===== src/design/itr_pkg.sv =====
// shared types, constants and helpers of the ir touch relay controller
`timescale 1ns / 1ps

package itr_pkg;

    // tally depth default, range 1 to 15
    localparam int VOTE_DEPTH_DEF = 10;

    localparam int CFG_IDX_W  = 3;
    localparam int CFG_DATA_W = 12;

    // register indexes
    localparam logic [CFG_IDX_W-1:0] CFG_LEADER     = 3'd0;
    localparam logic [CFG_IDX_W-1:0] CFG_ONE_BIT    = 3'd1;
    localparam logic [CFG_IDX_W-1:0] CFG_PRESS      = 3'd2;
    localparam logic [CFG_IDX_W-1:0] CFG_RELEASE    = 3'd3;
    localparam logic [CFG_IDX_W-1:0] CFG_IDLE       = 3'd4;
    localparam logic [CFG_IDX_W-1:0] CFG_LEVEL_CODE = 3'd5;
    localparam logic [CFG_IDX_W-1:0] CFG_POWER_CODE = 3'd6;

    // register reset values
    localparam logic [7:0]  LEADER_RST     = 8'd60;
    localparam logic [7:0]  ONE_BIT_RST    = 8'd5;
    localparam logic [11:0] PRESS_RST      = 12'd500;
    localparam logic [11:0] RELEASE_RST    = 12'd2000;
    localparam logic [11:0] IDLE_RST       = 12'd1800;
    localparam logic [7:0]  LEVEL_CODE_RST = 8'hBB;
    localparam logic [7:0]  POWER_CODE_RST = 8'h1B;

    // counter ceilings
    localparam logic [7:0]  GAP_MAX = 8'hF0;
    localparam logic [11:0] CNT_MAX = 12'hFFF;

    localparam logic [3:0] BITS_PER_FRAME = 4'd8;

    typedef struct packed {
        logic mode;
        logic touch_level;
    } item_t;

    typedef struct packed {
        logic       relay_one;
        logic       relay_two;
        logic       power_on;
        logic [1:0] level;
        logic       frame_done;
        logic [7:0] frame_code;
    } result_t;

    typedef struct packed {
        logic [7:0]  leader_ticks;
        logic [7:0]  one_bit_ticks;
        logic [11:0] press_ticks;
        logic [11:0] release_ticks;
        logic [11:0] idle_ticks;
        logic [7:0]  level_code;
        logic [7:0]  power_code;
    } cfg_t;

    // frame receiver to controller
    typedef struct packed {
        logic       done;
        logic [7:0] code;
    } ir_evt_t;

    // controller state after the current request
    typedef struct packed {
        logic       power_on;
        logic [1:0] level;
    } ctl_stat_t;

    // level 0 or 3 goes to 1, else up by one
    function automatic logic [1:0] step_level(input logic [1:0] lvl);
        step_level = (lvl == 2'd3) ? 2'd1 : lvl + 2'd1;
    endfunction

endpackage


===== src/design/itr_ir_rx.sv =====
// ir edge timing and lsb-first byte assembly
`timescale 1ns / 1ps

module itr_ir_rx
(
    input  logic          clk,
    input  logic          rst_n,
    input  logic          step,
    input  logic          mode,
    input  itr_pkg::cfg_t cfg,
    output itr_pkg::ir_evt_t evt
);
    import itr_pkg::*;

    logic       expect_falling_reg, expect_falling_next;
    logic       receiving_reg, receiving_next;
    logic [3:0] bit_index_reg, bit_index_next;
    logic [7:0] gap_counter_reg, gap_counter_next;
    logic [7:0] shift_byte_reg, shift_byte_next;
    logic       done;

    always_comb
    begin
        expect_falling_next = expect_falling_reg;
        receiving_next      = receiving_reg;
        bit_index_next      = bit_index_reg;
        gap_counter_next    = gap_counter_reg;
        shift_byte_next     = shift_byte_reg;
        done                = 1'b0;
        if (step)
        begin
            if (!mode)
            begin
                if (gap_counter_reg < GAP_MAX)
                    gap_counter_next = gap_counter_reg + 8'd1;
            end
            else if (expect_falling_reg)
            begin
                expect_falling_next = 1'b0;
                // long gap: leader, frame restarts
                if (gap_counter_reg > cfg.leader_ticks)
                begin
                    receiving_next = 1'b1;
                    bit_index_next = '0;
                end
                gap_counter_next = '0;
            end
            else
            begin
                expect_falling_next = 1'b1;
                if (receiving_reg)
                begin
                    shift_byte_next  = {gap_counter_reg > cfg.one_bit_ticks,
                                        shift_byte_reg[7:1]};
                    gap_counter_next = '0;
                    bit_index_next   = bit_index_reg + 4'd1;
                    if (bit_index_next >= BITS_PER_FRAME)
                    begin
                        done           = 1'b1;
                        receiving_next = 1'b0;
                        bit_index_next = '0;
                    end
                end
            end
        end
    end

    assign evt.done = done;
    assign evt.code = shift_byte_next;

    always_ff @(posedge clk or negedge rst_n)
    begin
        if (!rst_n)
        begin
            expect_falling_reg <= 1'b1;
            receiving_reg      <= 1'b0;
            bit_index_reg      <= '0;
            gap_counter_reg    <= '0;
            shift_byte_reg     <= '0;
        end
        else
        begin
            expect_falling_reg <= expect_falling_next;
            receiving_reg      <= receiving_next;
            bit_index_reg      <= bit_index_next;
            gap_counter_reg    <= gap_counter_next;
            shift_byte_reg     <= shift_byte_next;
        end
    end

endmodule


===== src/design/itr_ctrl.sv =====
// code tally, majority vote, touch debounce and power/level state
`timescale 1ns / 1ps

module itr_ctrl
#(
    parameter int VOTE_DEPTH = itr_pkg::VOTE_DEPTH_DEF
)
(
    input  logic             clk,
    input  logic             rst_n,
    input  logic             step,
    input  logic             mode,
    input  logic             touch_level,
    input  itr_pkg::ir_evt_t evt,
    input  itr_pkg::cfg_t    cfg,
    output itr_pkg::ctl_stat_t stat
);
    import itr_pkg::*;

    localparam logic [3:0] VOTE_LIMIT = 4'(VOTE_DEPTH);

    logic [3:0]  code_total_reg, code_total_next;
    logic [3:0]  level_votes_reg, level_votes_next;
    logic [3:0]  power_votes_reg, power_votes_next;
    logic        vote_pending_reg, vote_pending_next;
    logic [11:0] idle_counter_reg, idle_counter_next;
    logic [11:0] touch_counter_reg, touch_counter_next;
    logic        touch_active_reg, touch_active_next;
    logic        touch_seen_reg, touch_seen_next;
    logic        power_state_reg, power_state_next;
    logic [1:0]  level_state_reg, level_state_next;
    logic [3:0]  half;
    logic        pressed;

    always_comb
    begin
        code_total_next    = code_total_reg;
        level_votes_next   = level_votes_reg;
        power_votes_next   = power_votes_reg;
        vote_pending_next  = vote_pending_reg;
        idle_counter_next  = idle_counter_reg;
        touch_counter_next = touch_counter_reg;
        touch_active_next  = touch_active_reg;
        touch_seen_next    = touch_seen_reg;
        power_state_next   = power_state_reg;
        level_state_next   = level_state_reg;
        half               = code_total_reg >> 1;
        pressed            = 1'b0;
        if (step)
        begin
            if (!mode)
            begin
                if (touch_counter_reg != CNT_MAX)
                    touch_counter_next = touch_counter_reg + 12'd1;
                if (idle_counter_reg != CNT_MAX)
                    idle_counter_next = idle_counter_reg + 12'd1;
            end

            // tally or vote
            if (evt.done)
            begin
                idle_counter_next = '0;
                vote_pending_next = 1'b1;
                if (evt.code == cfg.level_code)
                    level_votes_next = level_votes_reg + 4'd1;
                else if (evt.code == cfg.power_code)
                    power_votes_next = power_votes_reg + 4'd1;
                code_total_next = code_total_reg + 4'd1;
                if (code_total_next >= VOTE_LIMIT)
                begin
                    code_total_next  = '0;
                    level_votes_next = '0;
                    power_votes_next = '0;
                end
            end
            else if (vote_pending_reg && idle_counter_next > cfg.idle_ticks)
            begin
                vote_pending_next = 1'b0;
                if (level_votes_reg > half)
                begin
                    if (power_state_reg)
                        level_state_next = step_level(level_state_reg);
                end
                else if (power_votes_reg > half)
                begin
                    power_state_next = !power_state_reg;
                    level_state_next = power_state_reg ? 2'd0 : 2'd1;
                end
                code_total_next  = '0;
                level_votes_next = '0;
                power_votes_next = '0;
            end

            // touch debounce, counter low while touched
            if (!touch_level)
            begin
                if (touch_active_reg)
                    touch_counter_next = '0;
                else if (touch_counter_next > cfg.press_ticks)
                begin
                    touch_counter_next = '0;
                    touch_active_next  = 1'b1;
                    pressed            = 1'b1;
                end
            end
            else
            begin
                if (touch_active_reg)
                begin
                    if (touch_counter_next > cfg.release_ticks)
                    begin
                        touch_counter_next = '0;
                        touch_active_next  = 1'b0;
                    end
                end
                else
                    touch_counter_next = '0;
            end

            if (pressed)
                power_state_next = 1'b1;
            if (touch_active_next)
            begin
                if (!touch_seen_reg)
                begin
                    touch_seen_next  = 1'b1;
                    level_state_next = step_level(level_state_next);
                end
            end
            else
                touch_seen_next = 1'b0;
        end
    end

    assign stat.power_on = power_state_next;
    assign stat.level    = level_state_next;

    always_ff @(posedge clk or negedge rst_n)
    begin
        if (!rst_n)
        begin
            code_total_reg    <= '0;
            level_votes_reg   <= '0;
            power_votes_reg   <= '0;
            vote_pending_reg  <= 1'b0;
            idle_counter_reg  <= '0;
            touch_counter_reg <= '0;
            touch_active_reg  <= 1'b0;
            touch_seen_reg    <= 1'b0;
            power_state_reg   <= 1'b0;
            level_state_reg   <= '0;
        end
        else
        begin
            code_total_reg    <= code_total_next;
            level_votes_reg   <= level_votes_next;
            power_votes_reg   <= power_votes_next;
            vote_pending_reg  <= vote_pending_next;
            idle_counter_reg  <= idle_counter_next;
            touch_counter_reg <= touch_counter_next;
            touch_active_reg  <= touch_active_next;
            touch_seen_reg    <= touch_seen_next;
            power_state_reg   <= power_state_next;
            level_state_reg   <= level_state_next;
        end
    end

endmodule


===== src/design/itr_out_buf.sv =====
// result register with one skid entry
`timescale 1ns / 1ps

module itr_out_buf
(
    input  logic             clk,
    input  logic             rst_n,
    input  logic             push,
    input  itr_pkg::result_t push_data,
    output logic             full,
    output logic             result_valid,
    input  logic             result_stall,
    output itr_pkg::result_t result_data
);
    import itr_pkg::*;

    logic    main_valid_reg, main_valid_next;
    logic    skid_valid_reg, skid_valid_next;
    result_t main_reg, main_next;
    result_t skid_reg, skid_next;
    logic    pop;

    assign pop = main_valid_reg && !result_stall;

    always_comb
    begin
        main_valid_next = main_valid_reg;
        skid_valid_next = skid_valid_reg;
        main_next       = main_reg;
        skid_next       = skid_reg;
        if (pop)
        begin
            if (skid_valid_reg)
            begin
                main_next       = skid_reg;
                skid_valid_next = 1'b0;
            end
            else if (push)
                main_next = push_data;
            else
                main_valid_next = 1'b0;
        end
        else if (push)
        begin
            if (!main_valid_reg)
            begin
                main_next       = push_data;
                main_valid_next = 1'b1;
            end
            else
            begin
                skid_next       = push_data;
                skid_valid_next = 1'b1;
            end
        end
    end

    always_ff @(posedge clk or negedge rst_n)
    begin
        if (!rst_n)
        begin
            main_valid_reg <= 1'b0;
            skid_valid_reg <= 1'b0;
        end
        else
        begin
            main_valid_reg <= main_valid_next;
            skid_valid_reg <= skid_valid_next;
        end
    end

    always_ff @(posedge clk)
    begin
        main_reg <= main_next;
        skid_reg <= skid_next;
    end

    assign full         = skid_valid_reg;
    assign result_valid = main_valid_reg;
    assign result_data  = main_reg;

endmodule


===== src/design/ir_touch_relay_controller.sv =====
// top level of the ir touch relay controller
`timescale 1ns / 1ps
// usage
// - item channel (item_valid / item_stall / item_data): each request is a
//   timer tick (mode 0) or an ir receiver edge (mode 1), with the sampled
//   active-low touch level; edges alternate falling, rising
// - result channel (result_valid / result_stall / result_data): exactly one
//   result per request, in order: relay drives, power flag, level, frame
//   done flag and the current byte of the ir shifter
// - cfg port: cfg_we writes cfg_data into register cfg_index at the clock
//   edge; write only while no request is in flight
// - output: each result is registered at the edge that takes its request
// - throughput: one request per cycle while item_stall is low; the frame
//   receiver, tally/vote and touch debounce are all combinational ahead
//   of the result register
// - stall: a result register plus one skid entry; item_stall rises only
//   once both hold results, so one extra request is taken after a stall
// - reset: all counters and tallies clear, power off, level 0, receiver
//   waits for a falling edge, registers return to their defaults; no
//   results are pending
module ir_touch_relay_controller
#(
    parameter int VOTE_DEPTH = itr_pkg::VOTE_DEPTH_DEF
)
(
    input  logic                            clk,
    input  logic                            rst_n,
    input  logic                            item_valid,
    output logic                            item_stall,
    input  itr_pkg::item_t                  item_data,
    output logic                            result_valid,
    input  logic                            result_stall,
    output itr_pkg::result_t                result_data,
    input  logic                            cfg_we,
    input  logic [itr_pkg::CFG_IDX_W-1:0]   cfg_index,
    input  logic [itr_pkg::CFG_DATA_W-1:0]  cfg_data
);
    import itr_pkg::*;

    cfg_t      cfg_reg, cfg_next;
    logic      step;        // request taken this cycle
    ir_evt_t   evt;
    ctl_stat_t stat;
    result_t   res;
    logic      buf_full;

    // register file, writes past the last index are dropped
    always_comb
    begin
        cfg_next = cfg_reg;
        if (cfg_we)
        begin
            unique case (cfg_index)
                CFG_LEADER:     cfg_next.leader_ticks  = cfg_data[7:0];
                CFG_ONE_BIT:    cfg_next.one_bit_ticks = cfg_data[7:0];
                CFG_PRESS:      cfg_next.press_ticks   = cfg_data;
                CFG_RELEASE:    cfg_next.release_ticks = cfg_data;
                CFG_IDLE:       cfg_next.idle_ticks    = cfg_data;
                CFG_LEVEL_CODE: cfg_next.level_code    = cfg_data[7:0];
                CFG_POWER_CODE: cfg_next.power_code    = cfg_data[7:0];
                default:        cfg_next = cfg_reg;
            endcase
        end
    end

    always_ff @(posedge clk or negedge rst_n)
    begin
        if (!rst_n)
        begin
            cfg_reg.leader_ticks  <= LEADER_RST;
            cfg_reg.one_bit_ticks <= ONE_BIT_RST;
            cfg_reg.press_ticks   <= PRESS_RST;
            cfg_reg.release_ticks <= RELEASE_RST;
            cfg_reg.idle_ticks    <= IDLE_RST;
            cfg_reg.level_code    <= LEVEL_CODE_RST;
            cfg_reg.power_code    <= POWER_CODE_RST;
        end
        else
            cfg_reg <= cfg_next;
    end

    // skid entry occupied means no room for another result
    assign item_stall = buf_full;
    assign step       = item_valid && !buf_full;

    // edge timing and byte assembly
    itr_ir_rx u_ir_rx
    (
        .clk   (clk),
        .rst_n (rst_n),
        .step  (step),
        .mode  (item_data.mode),
        .cfg   (cfg_reg),
        .evt   (evt)
    );

    // tally, vote, touch and relay level
    itr_ctrl #(.VOTE_DEPTH(VOTE_DEPTH)) u_ctrl
    (
        .clk         (clk),
        .rst_n       (rst_n),
        .step        (step),
        .mode        (item_data.mode),
        .touch_level (item_data.touch_level),
        .evt         (evt),
        .cfg         (cfg_reg),
        .stat        (stat)
    );

    // result as seen after this request
    always_comb
    begin
        res.relay_one  = stat.level[0];
        res.relay_two  = stat.level[1];
        res.power_on   = stat.power_on;
        res.level      = stat.level;
        res.frame_done = evt.done;
        res.frame_code = evt.code;
    end

    itr_out_buf u_out_buf
    (
        .clk          (clk),
        .rst_n        (rst_n),
        .push         (step),
        .push_data    (res),
        .full         (buf_full),
        .result_valid (result_valid),
        .result_stall (result_stall),
        .result_data  (result_data)
    );

endmodule


===== config.mk =====
export PLATFORM = sky130hd
export DESIGN_NAME = ir_touch_relay_controller
export DESIGN_NICKNAME = d
export VERILOG_FILES = /design/src/design/itr_pkg.sv /design/src/design/itr_ir_rx.sv /design/src/design/itr_ctrl.sv /design/src/design/itr_out_buf.sv /design/src/design/ir_touch_relay_controller.sv
export SDC_FILE = /design/constraint.sdc
export NUM_CORES = 1
export LEC_CHECK = 0
export BUFFER_PORTS_ARGS = -buffer_cell sky130_fd_sc_hd__buf_2
export CAP_MARGIN = 30
export CORE_ASPECT_RATIO = 1.25
export CORE_UTILIZATION = 45
export CTS_BUF_LIST = sky130_fd_sc_hd__clkbuf_4 sky130_fd_sc_hd__clkbuf_8
export DETAILED_ROUTE_END_ITERATION = 8
export GPL_ROUTABILITY_DRIVEN = 0
export GPL_TIMING_DRIVEN = 0
export HOLD_SLACK_MARGIN = 0.03
export PLACE_DENSITY = 0.58
export SYNTH_ARGS = -nofsm -noshare
export SYNTH_HDL_FRONTEND = slang
export SYNTH_SLANG_ARGS = --single-unit

===== constraint.sdc =====
create_clock -name clk -period 7.4 [get_ports clk]
set_input_delay 0.37 -clock clk [delete_from_list [all_inputs] [get_ports clk]]
set_output_delay 0.37 -clock clk [all_outputs]
set_load 0.03 [all_outputs]

---- After elaboration in Yosys (flattened, before gate mapping) ----
Cells that the tools add are included.
cells by class
  bitwise operators ....................... 1
  reductions and logical operators ........ 31
  equality and inequality tests ........... 20
  mux-type cells .......................... 86
  add/sub/neg operators ................... 9
  order comparisons ....................... 10
operators by type and width
  operator                                           number
  two-way mux 12 bit                                 12
  two-way mux 14 bit                                 5
  two-way mux 8 bit                                  8
  two-way mux 4 bit                                  14
  greater-than comparator 12 bit                     3
  two-way mux 1 bit                                  36
  adder 12 x 1 -> 12 bit, second input constant      2
  != test 12 bit, second input constant              2
  two-way mux 2 bit                                  11
  AND reduction 2 bit                                10
  AND reduction 3 bit                                6
  adder 4 x 1 -> 4 bit, second input constant        4
  == test 8 bit                                      2
  greater-than comparator 8 bit                      2
  nonzero test 2 bit                                 6
  == test 3 bit, second input constant               3
  != test 3 x 1 -> 1 bit, second input constant      3
  adder 8 x 1 -> 8 bit, second input constant        1
  >= comparator 4 bit, second input constant         2
  greater-than comparator 4 x 3 -> 1 bit             2
  less-than comparator 8 bit, second input constant  1
  != test 2 bit, second input constant               4
  AND reduction 4 bit                                2
  == test 3 x 2 -> 1 bit, second input constant      2
  other kinds (8)                                    14
storage, ports and cells
  flip-flop bits (word level) ............. 162
  input port bits ......................... 22
  output and inout port bits .............. 16
  logic and storage cells ................. 193

---- Longest topological paths before layout ----
Gate-level depths: netlist of run 1.
  word-level depth ........................ 17
  gate-level depth with buffers ........... 18
  depth with buffers taken out ............ 18

---- Hierarchy ----
Synthesis of run 1 repeated with hierarchy kept, for this count alone.
unflattened totals
  cell total of the unflattened synthesis .. 789
  area total of the unflattened synthesis .. 9047.4 sq um
by module, submodules not included
  module                     area each (sq um)  cells each  sequential area each (sq um)  instances
  itr_ctrl                   3819.9             444         1026.0                        1
  ir_touch_relay_controller  2645.0             149         1741.7                        1
  itr_ir_rx                  1423.9             142         551.8                         1
  itr_out_buf                1158.6             54          890.9                         1

---- Worst setup path after synthesis of run 1 ----
Ideal clock, no wire load.
  path kind ............................... reg-to-reg
  start point ............................. reg u_ctrl.idle_counter_reg[0]
  end point ............................... reg u_out_buf.skid_reg[10] (netlist name), data pin
  period minus slack after synthesis ...... 4.454 ns
  data required time ...................... 7.230 ns
  slack ................................... 2.946 ns
  path buffers ............................ 0
  arrival time ............................ 4.284 ns
  stages on the path, launching flop included .. 18
  setup time .............................. 0.170 ns
  path through ............................ dfrtp_1 -> ha_1 -> nand3_1 -> nor2_1 -> a21oi_1 -> nand4_1 -> nor2_1 -> xor2_1 -> ha_1 -> a21o_1 -> nand3_1 -> a21oi_1 -> o311ai_1 -> nor4b_1 -> or4b_1 -> ha_1 -> mux2_2 -> o21ai_0
RTL lines
  element                 RTL line           text
  from (decl)             itr_ctrl.sv:26     logic [11:0] idle_counter_reg, idle_counter_next;
  from (signal assigned)  itr_ctrl.sv:159    idle_counter_reg <= idle_counter_next;
  to (signal assigned)    itr_out_buf.sv:75  skid_reg <= skid_next;
  to (decl)               itr_out_buf.sv:20  result_t skid_reg, skid_next;

==> impl_metrics.ini, run 1 <==
[grt]
grt_max_degree = 68
grt_pass1_wl_um = 32700
grt-ovfl-total = 0
antenna_found_initial = 1
grt_usage = 0.212
grt_pass1_vias = 6215

[clock_tree]
cts_setup_buffers = 0
clk_pin_slew_worst_paths_ps = 90
cts_max_path_buffers = 2
htree_num_levels = 4
numClockSinks = 157
clk_root_buffer_cell = clkbuf_8
insertion_delay_ps = 460
cts_buffers = 17
cts_tree = built

[logic_synthesis]
synth_warnings = 0
ys_ff_latch = 157
synth_ff_type = dfrtp_1
syn_area_um2 = 8830
synthArstFlopShare = 0.847
synth_edf_count = 24
yosysUniqueCellTypes = 64
syn_inst = 880
synthesis.nets = 970
syn_avg_cell_area_um2 = 10.0
seq_area_frac_synth = 0.463

[floorplan]
die_y_um = 159
initial_utilization = 0.465
num_rows = 56
core-area_um2 = 19000
io_pins = 38
die_w_um = 127
dieArea_um2 = 20200

[layout]
largest_register_ffs = 68
syn_to_final_growth_pct = 10.8
fillers = 1739
multi_input_area_um2 = 4350
drive_above_1_share = 0.174
seqCellArea_um2 = 4090
final_common_cell = nand2_1
antenna_cells = 0
layout_common_cells = 104 x nand2_1, 100 x dfrtp_1, 73 x o21ai_0
stdcell_count = 1212
nets = 1028
fin_area_um2 = 9780

[power]
leakage_nw = 4.47
p_seq_frac = 0.444
combPwrFrac = 0.328
clkPwrFrac = 0.228
power_switching_mw = 1.04
swShare = 0.364
p_int_mw = 1.82
finalPower_mw = 2.87
power_density_nw_per_um2 = 293
vdd_drop_max_uv = 135

[worst_setup_path]
cp.required_ps = 7670
worstPathMaxFanout = 9
crit_arrival_ps = 5550
path_class = register to register
startpoint_type = register
critPathMaxStageDelay_ps = 840
cp_num_buf_inv = 0
path_cells = ha_1, nand3_1, nor2_1, a21oi_1, nand4_1, nor2_1, xor2_1, ha_1, a21o_1, nand3_1, a21oi_1, o311ai_1, nor4b_1, or4b_1, ha_1, mux2_2, o21ai_0
critPathTopFamily = compound AO/OA/AOI/OAI gates
slowest_stage = o311ai_1
cp-end-kind = register
crit_top_cell = ha_1

[placement]
port_buffers = 36
dpl.cell_count = 1179
hpwl_um = 14300
placed_area_um2 = 9370

[route]
dr.max_layer_used = met5
routed_wl_um = 19700
via_count = 6412
ant_nets = 0
drc = 0
m1WireLength_um = 9660
met3_length_um = 474
wl_met2_um = 9360
post_drt_wl_per_cell_um = 16.3
detail_route.iter0.violations = 323
vias_per_cell = 5.29
drt-pass1-iter-count = 5

[sta]
tightest_slew_ps = 1110
min_period_ps = 5280
slew_viol_final = 0
hold_viol = 0
period_share = 0.713
slew_headroom = 0.260
finalSetupViolations = 0
clock_skew_ps = 17.8
final.setup.tns_ps = 0
rsz0062_at_grt = false
max_freq_mhz = 189
holdWs_ps = 155

[worst_hold_path]
hold_class = input pin to register

[run_status]
status = completed

[flow_run]
drv_cap = 0
==> power groups by stage <==
stage                     combinational, mW  clock (mW)  sequential (mW)
after floorplan                       0.642           0             1.31
after global placement                0.918           0             1.29
after detailed placement              0.943           0             1.29
after CTS                             0.951       0.675             1.27
after global routing                   1.07       0.709             1.30
final                                 0.941       0.652             1.27
==> synthesized netlist by cell type (3+ instances only) <==
master / number / area, µm²
nor2_1: 50 / 188
ha_1: 68 / 851
o22ai_1: 3 / 18.8
clkbuf_1: 19 / 71.3
or2_2: 3 / 18.8
a21oi_1: 35 / 175
xnor2_1: 28 / 245
o21a_1: 8 / 60.1
a31oi_1: 4 / 25.0
a211oi_1: 6 / 45.0
mux2_2: 45 / 507
nand2_1: 104 / 390
and3_1: 9 / 56.3
mux2i_1: 8 / 80.1
o211ai_1: 4 / 30.0
xor2_1: 20 / 175
nand4b_1: 3 / 26.3
o21bai_1: 3 / 22.5
nand4_1: 17 / 106
buf_4: 3 / 22.5
nor3_1: 16 / 80.1
nand3_1: 18 / 90.1
or3_1: 11 / 68.8
edfxtp_1: 24 / 721
a22o_1: 9 / 78.8
inv_1: 72 / 270
and4_1: 3 / 26.3
nor4_1: 5 / 31.3
dfrtp_1: 100 / 2500
and2_1: 5 / 31.3
a21o_1: 14 / 105
nor3b_1: 3 / 22.5
o21ai_0: 73 / 365
nor2b_1: 10 / 62.6
nand2b_1: 7 / 43.8
dfstp_2: 33 / 867
==> through the flow <==
step | utilization | worst slack, ps
2_1_floorplan | - | 2950
3_3_place_gp | 0.492 | 2190
3_5_place_dp | 0.494 | 2230
4_1_cts | 0.515 | 2190
5_1_grt | 0.515 | 1790
6_report | 0.515 | 2120
==> metal layers <==
layer / vias to the layer above / track usage
li1: 3213 / -
met1: 3093 / 0.294
met2: 83 / 0.343
met3: 21 / 0.0329
met4: 2 / 0.0567
met5: - / 0
==> cell families (layout without fill, tap and decap cells) <==
kind of cell / count (synthesis) / in the layout / synth area share
fa+ha+maj: 68 / 68 / 0.0964
mux: 53 / 53 / 0.0665
flops: 157 / 157 / 0.463
buf+inv: 98 / 169 / 0.0441
xor+xnor: 48 / 48 / 0.0476
compound gates: 182 / 182 / 0.129
simple gates: 274 / 274 / 0.153
==> final timing paths <==
| path | startpoint | to | slack, ps | depth (start not counted) |
|---|---|---|---|---|
| max | u_ctrl.idle_counter_reg[0] | u_out_buf.skid_reg[10] | 2120 | 17 |
| min | item_data[0] | u_ctrl.touch_seen_reg | 160 | 2 |
| max reg2reg | u_ctrl.idle_counter_reg[0] | u_out_buf.skid_reg[10] | 2120 | 17 |
| min reg2reg | u_ctrl.vote_pending_reg | u_ctrl.vote_pending_reg | 500 | 2 |
| max in group asynchronous | rst_n | cfg_reg[19] | 6100 | 3 |
| min in group asynchronous | rst_n | u_ctrl.power_votes_reg[2] | 470 | 2 |
==> worst reg2reg max path: cells and delay by family (launching register included) <==
kind	cells	cell delay [ps]
AO/OA/AOI/OAI	5	1850
AND/OR/NAND/NOR	7	1450
adder cells (fa/ha/maj)	3	850
flip-flops	1	460
multiplexers	1	280
XOR/XNOR	1	230
==> timing repair <==
item	CTS	global route
hold endpoints to repair	52	0
endpoints found under the setup margin	0	0
gates resized for setup	0	0
hold buffers	1	0
==> cell type report <==
class / instances / share of cell area
buffer: 26 / 0.0122
sequential: 157 / 0.418
timing repair buffer: 39 / 0.0237
tap: 261 / 0.0334
multi-input combinational: 625 / 0.445
clock buffer: 17 / 0.0239
inverter: 72 / 0.0276
clock inverter: 15 / 0.0164
No activity file was read; power rests on OpenSTA's default activity.
==> inputs of run 2 (changes only) <==
Settings changed: PLACE_DENSITY 0.58 to 0.61.
Clock period 7.4 ns to 4.7 ns, I/O delays scaled along.
==> impl_metrics.ini, run 2 (synthesis results as in run 1) <==
[worst_setup_path]
cp.required_ps = 4980
cp-end-kind = register
worst_r2r_endpoint = u_out_buf.skid_reg[10]
cp-startpoint = u_ctrl.idle_counter_reg[0]
critPathTopFamily = simple AND/OR/NAND/NOR gates
path_cells = ha_1, nand3_1, nor2_1, a21oi_4, nand4_1, nor2_1, xor2_1, ha_1, a21o_1, nand3_1, a21oi_1, o311ai_4, nor4b_1, or4b_1, ha_1, mux2_2, o21ai_0
slowest_stage = or4b_1
r2r-start = u_ctrl.idle_counter_reg[0]
r2r_setup_slack_ps = 270
path_class = register to register
startpoint_type = register
worst-path-stages = 17
worstPathMaxFanout = 9
crit_top_cell = ha_1
r2r_cells = 17
crit_arrival_ps = 4710
critPathMaxStageDelay_ps = 560
cp_num_buf_inv = 0

[floorplan]
core-area_um2 = 19000
io_pins = 38
die_y_um = 159
die_w_um = 127
initial_utilization = 0.465
dieArea_um2 = 20200
num_rows = 56

[sta]
min_period_ps = 4430
tightest_slew_ps = 872
finalSetupViolations = 0
period_share = 0.943
slew_headroom = 0.414
slew_viol_final = 0
clock_skew_ps = 11.3
max_freq_mhz = 226
rsz0062_at_grt = false
hold_viol = 0

[route]
m1WireLength_um = 9170
vias_per_cell = 5.30
met3_length_um = 668
dr.max_layer_used = met4
drc = 0
via_count = 6450
detail_route.iter0.violations = 366
post_drt_wl_per_cell_um = 15.9
ant_nets = 0
routed_wl_um = 19300
drt-pass1-iter-count = 5
wl_met2_um = 9130

[clock_tree]
cts_max_path_buffers = 2
clk_root_buffer_cell = clkbuf_8
clk_pin_slew_worst_paths_ps = 90
cts_tree = built
htree_num_levels = 4
numClockSinks = 157
cts_buffers = 17
insertion_delay_ps = 460

[power]
swShare = 0.375
power_switching_mw = 1.67
vdd_drop_max_uv = 218
leakage_nw = 4.49
p_seq_frac = 0.448
p_int_mw = 2.78
combPwrFrac = 0.333
finalPower_mw = 4.46
power_density_nw_per_um2 = 451
clkPwrFrac = 0.220

[grt]
antenna_found_initial = 0
grt_usage = 0.208
grt-ovfl-total = 0
grt_pass1_wl_um = 32100
grt_pass1_vias = 6294
grt_max_degree = 97

[worst_hold_path]
min_to = u_out_buf.result_valid
hold_depth = 3
hold_class = input pin to register
hold_start = result_stall

[layout]
largest_register_ffs = 68
stdcell_count = 1218
nets = 1034
syn_to_final_growth_pct = 11.9
antenna_cells = 0
final_common_cell = nand2_1
utilization = 0.520
drive_above_1_share = 0.178
layout_common_cells = 104 x nand2_1, 100 x dfrtp_1, 73 x o21ai_0

[placement]
port_buffers = 36
hpwl_um = 14000
dpl.cell_count = 1179

[run_status]
status = completed

[flow_run]
drv_cap = 0
-- run 2: cell types whose count changed in the layout (fill, tap and decap cells not counted), moves of 2 or more --
| cell | previous run | this run |
|---|---|---|
| clkinv_2 | 3 | 0 |
| bufinv_16 | 2 | 0 |
| dlygate4sd3_1 | 1 | 6 |
| clkinv_8 | 0 | 3 |
| clkinvlp_4 | 2 | 0 |
| clkinv_4 | 2 | 6 |
-- run 2: repair_timing --
action	in CTS	in global routing
buffers inserted	0	1
gates resized for setup	3	3
endpoints found under the hold margin	48	0
hold buffers	6	0
endpoints found under the setup margin	7	6
pin swaps	0	1
-- run 2: worst max path at each step --
stage / to / slack, ps
final: u_out_buf.skid_reg[10] / 270
after global routing: u_out_buf.skid_reg[10] / 20
after CTS: u_out_buf.skid_reg[10] / 70
after detailed placement: u_out_buf.skid_reg[10] / -440
after global placement: u_out_buf.skid_reg[10] / -420
after floorplan: u_out_buf.skid_reg[10] / 250
-- run 2: worst register-to-register path: stages (launching register included) --
cell and delay (ps):
dfrtp_1 460, ha_1 270, nand3_1 170, nor2_1 110
a21oi_4 280, nand4_1 190, nor2_1 230, xor2_1 210
ha_1 270, a21o_1 160, nand3_1 70, a21oi_1 120
o311ai_4 290, nor4b_1 100, or4b_1 560, ha_1 280
mux2_2 270, o21ai_0 210
-- run 2: through the flow --
stage                     instance area [µm²]  hold slack, ps  setup slack (ps)  TNS (ps)
after detailed placement                 9370             175              -443     -1840
after CTS                                9850            45.0              72.5         0
after floorplan                          8830           -60.6               246         0
after global routing                     9870            77.4              18.5         0
after global placement                   9330             477              -417     -1790
final                                    9870            82.8               270         0
-- run 2: layer usage --
| metal | track usage | up-vias |
|---|---|---|
| li1 | - | 3236 |
| met1 | 0.276 | 3108 |
| met2 | 0.341 | 84 |
| met3 | 0.0386 | 22 |
| met4 | 0.0709 | 0 |
| met5 | 0 | - |
-- run 2: power by group through the flow --
stage	registers (mW)	logic [mW]	clock network (mW)
floorplan	2.07	1.01	0
global placement	2.02	1.45	0
detailed placement	2.02	1.48	0
CTS	2.00	1.50	1.01
global route	2.04	1.69	1.07
finish	2.00	1.48	0.978
-- run 2: layout make-up --
| class | instances | area (µm²) |
|---|---|---|
| fillers | 1757 | 9120 |
| flip-flops and latches | 157 | 4090 |
| inverters | 72 | 270 |
| repair buffers | 45 | 289 |
| well taps | 261 | 327 |
| multi-input cells | 625 | 4390 |
| clock buffers | 17 | 234 |
| plain buffers | 26 | 119 |
| clock inverters | 15 | 156 |
==> inputs of run 3 (changes only) <==
Settings changed: REMOVE_ABC_BUFFERS set to 1.
==> impl_metrics.ini, run 3 (synthesis results as in run 1) <==
[run_status]
status = completed

[worst_setup_path]
r2r_cells = 15
startpoint_type = register
r2r-start = u_ctrl.touch_counter_reg[0]
cp-end-kind = register
path_class = register to register
crit_arrival_ps = 4640
r2r_setup_slack_ps = 270
worstPathMaxFanout = 7
worst_r2r_endpoint = u_out_buf.result_data[11]
cp.required_ps = 4910

[sta]
min_period_ps = 4430
max_freq_mhz = 226
holdWs_ps = 65.3
period_share = 0.943
rsz0062_at_grt = false
hold_viol = 0
tightest_slew_ps = 939
slew_headroom = 0.371
slew_viol_final = 0
clock_skew_ps = 10.5
finalSetupViolations = 0
layout_setup_ws_ps = 270

[power]
finalPower_mw = 4.57
vdd_drop_max_uv = 198
leakage_nw = 4.50
power_density_nw_per_um2 = 462

[layout]
layout_common_cells = 104 x nand2_1, 100 x dfrtp_1, 72 x inv_1, 72 x o21ai_0, 68 x ha_1
multi_input_area_um2 = 4400
nets = 1016
final_common_cell = nand2_1
utilization = 0.521
largest_register_ffs = 68
drive_above_1_share = 0.185
seqCellArea_um2 = 4090
syn_to_final_growth_pct = 12.1
antenna_cells = 0
fillers = 1746

[clock_tree]
insertion_delay_ps = 460
numClockSinks = 157
cts_tree = built
cts_max_path_buffers = 2
clk_pin_slew_worst_paths_ps = 90
clk_root_buffer_cell = clkbuf_8
htree_num_levels = 4
cts_buffers = 17

[flow_run]
drv_cap = 0

[worst_hold_path]
hold_start = result_stall
hold_class = input pin to register
min_to = u_out_buf.result_valid
hold_depth = 3

[route]
drt-pass1-iter-count = 5
via_count = 6404
ant_nets = 0
drc = 0
post_drt_wl_per_cell_um = 15.7
detail_route.iter0.violations = 348
routed_wl_um = 18900
vias_per_cell = 5.34

[grt]
grt_pass1_vias = 6162
grt-ovfl-total = 0
antenna_found_initial = 0
grt_max_degree = 91
grt_pass1_wl_um = 31200
grt_usage = 0.201

[floorplan]
die_w_um = 127
num_rows = 56
dieArea_um2 = 20200
core-area_um2 = 19000
io_pins = 38
die_y_um = 159
initial_utilization = 0.465

[placement]
pre_cts_slack_ps = -504
port_buffers = 37
hpwl_um = 13500
[run 3: metal layers]
layer / vias to the layer above / track usage / share of wire
met5: - / 0 / 0
met3: 26 / 0.0353 / 0.034
met4: 0 / 0.0760 / 0.019
met1: 3103 / 0.264 / 0.45
li1: 3186 / - / -
met2: 89 / 0.333 / 0.49
[run 3: worst max-delay path by stage]
stage,startpoint,to,cells after the start
2_1_floorplan,u_ctrl.idle_counter_reg[0],u_out_buf.skid_reg[10],17
3_3_place_gp,u_ctrl.idle_counter_reg[0],u_out_buf.skid_reg[10],17
3_5_place_dp,u_ctrl.idle_counter_reg[0],u_out_buf.skid_reg[10],17
4_1_cts,u_ctrl.idle_counter_reg[0],u_out_buf.skid_reg[10],17
5_1_grt,u_ctrl.touch_counter_reg[0],u_out_buf.result_data[11],14
6_report,u_ctrl.touch_counter_reg[0],u_out_buf.result_data[11],15
[run 3: area by class of cell]
cell class	instances	area share
inverters	72	0.0273
clock inverters	15	0.0199
repair buffers	53	0.0378
multi-input cells	625	0.445
flip-flops and latches	157	0.413
clock buffers	17	0.0236
well taps	261	0.0330
[run 3: power by group]
part	total, mW	internal [mW]	leakage [nW]	switching, mW
combinational	1.44	0.627	2.45	0.813
clock	1.10	0.577	0.211	0.524
sequential	2.03	1.76	1.84	0.268
total	4.57	2.97	4.50	1.60
[run 3: timing repair]
action                                  4_1_cts  5_1_grt
endpoints found under the setup margin        7        5
pin swaps                                     0        2
resized for setup                             3        4
hold buffers                                  6        0
cloned                                        0        0
hold endpoints to repair                     53        0
setup buffers                                 0        3
[run 3: through the flow]
| step | TNS (ps) | instances | area [µm²] |
|---|---|---|---|
| after floorplan | 0 | 854 | 8710 |
| after global placement | -2110 | 1152 | 9220 |
| after detailed placement | -2200 | 1159 | 9350 |
| after CTS | 0 | 1197 | 9860 |
| after global routing | 0 | 1200 | 9890 |
| final | 0 | 1200 | 9890 |
[run 3: worst max-delay path: stages, from the launching register on]
cell and delay, ps:
dfrtp_1 460, ha_1 250, nand2_1 80, nor2_1 50
a31oi_1 470, nand2_1 140, nand2_1 90, o21ai_0 180
ha_1 350, a21o_1 180, a221o_1 340, a221oi_1 400
a21o_1 300, or3b_2 470, o211a_1 150, mux2_2 300
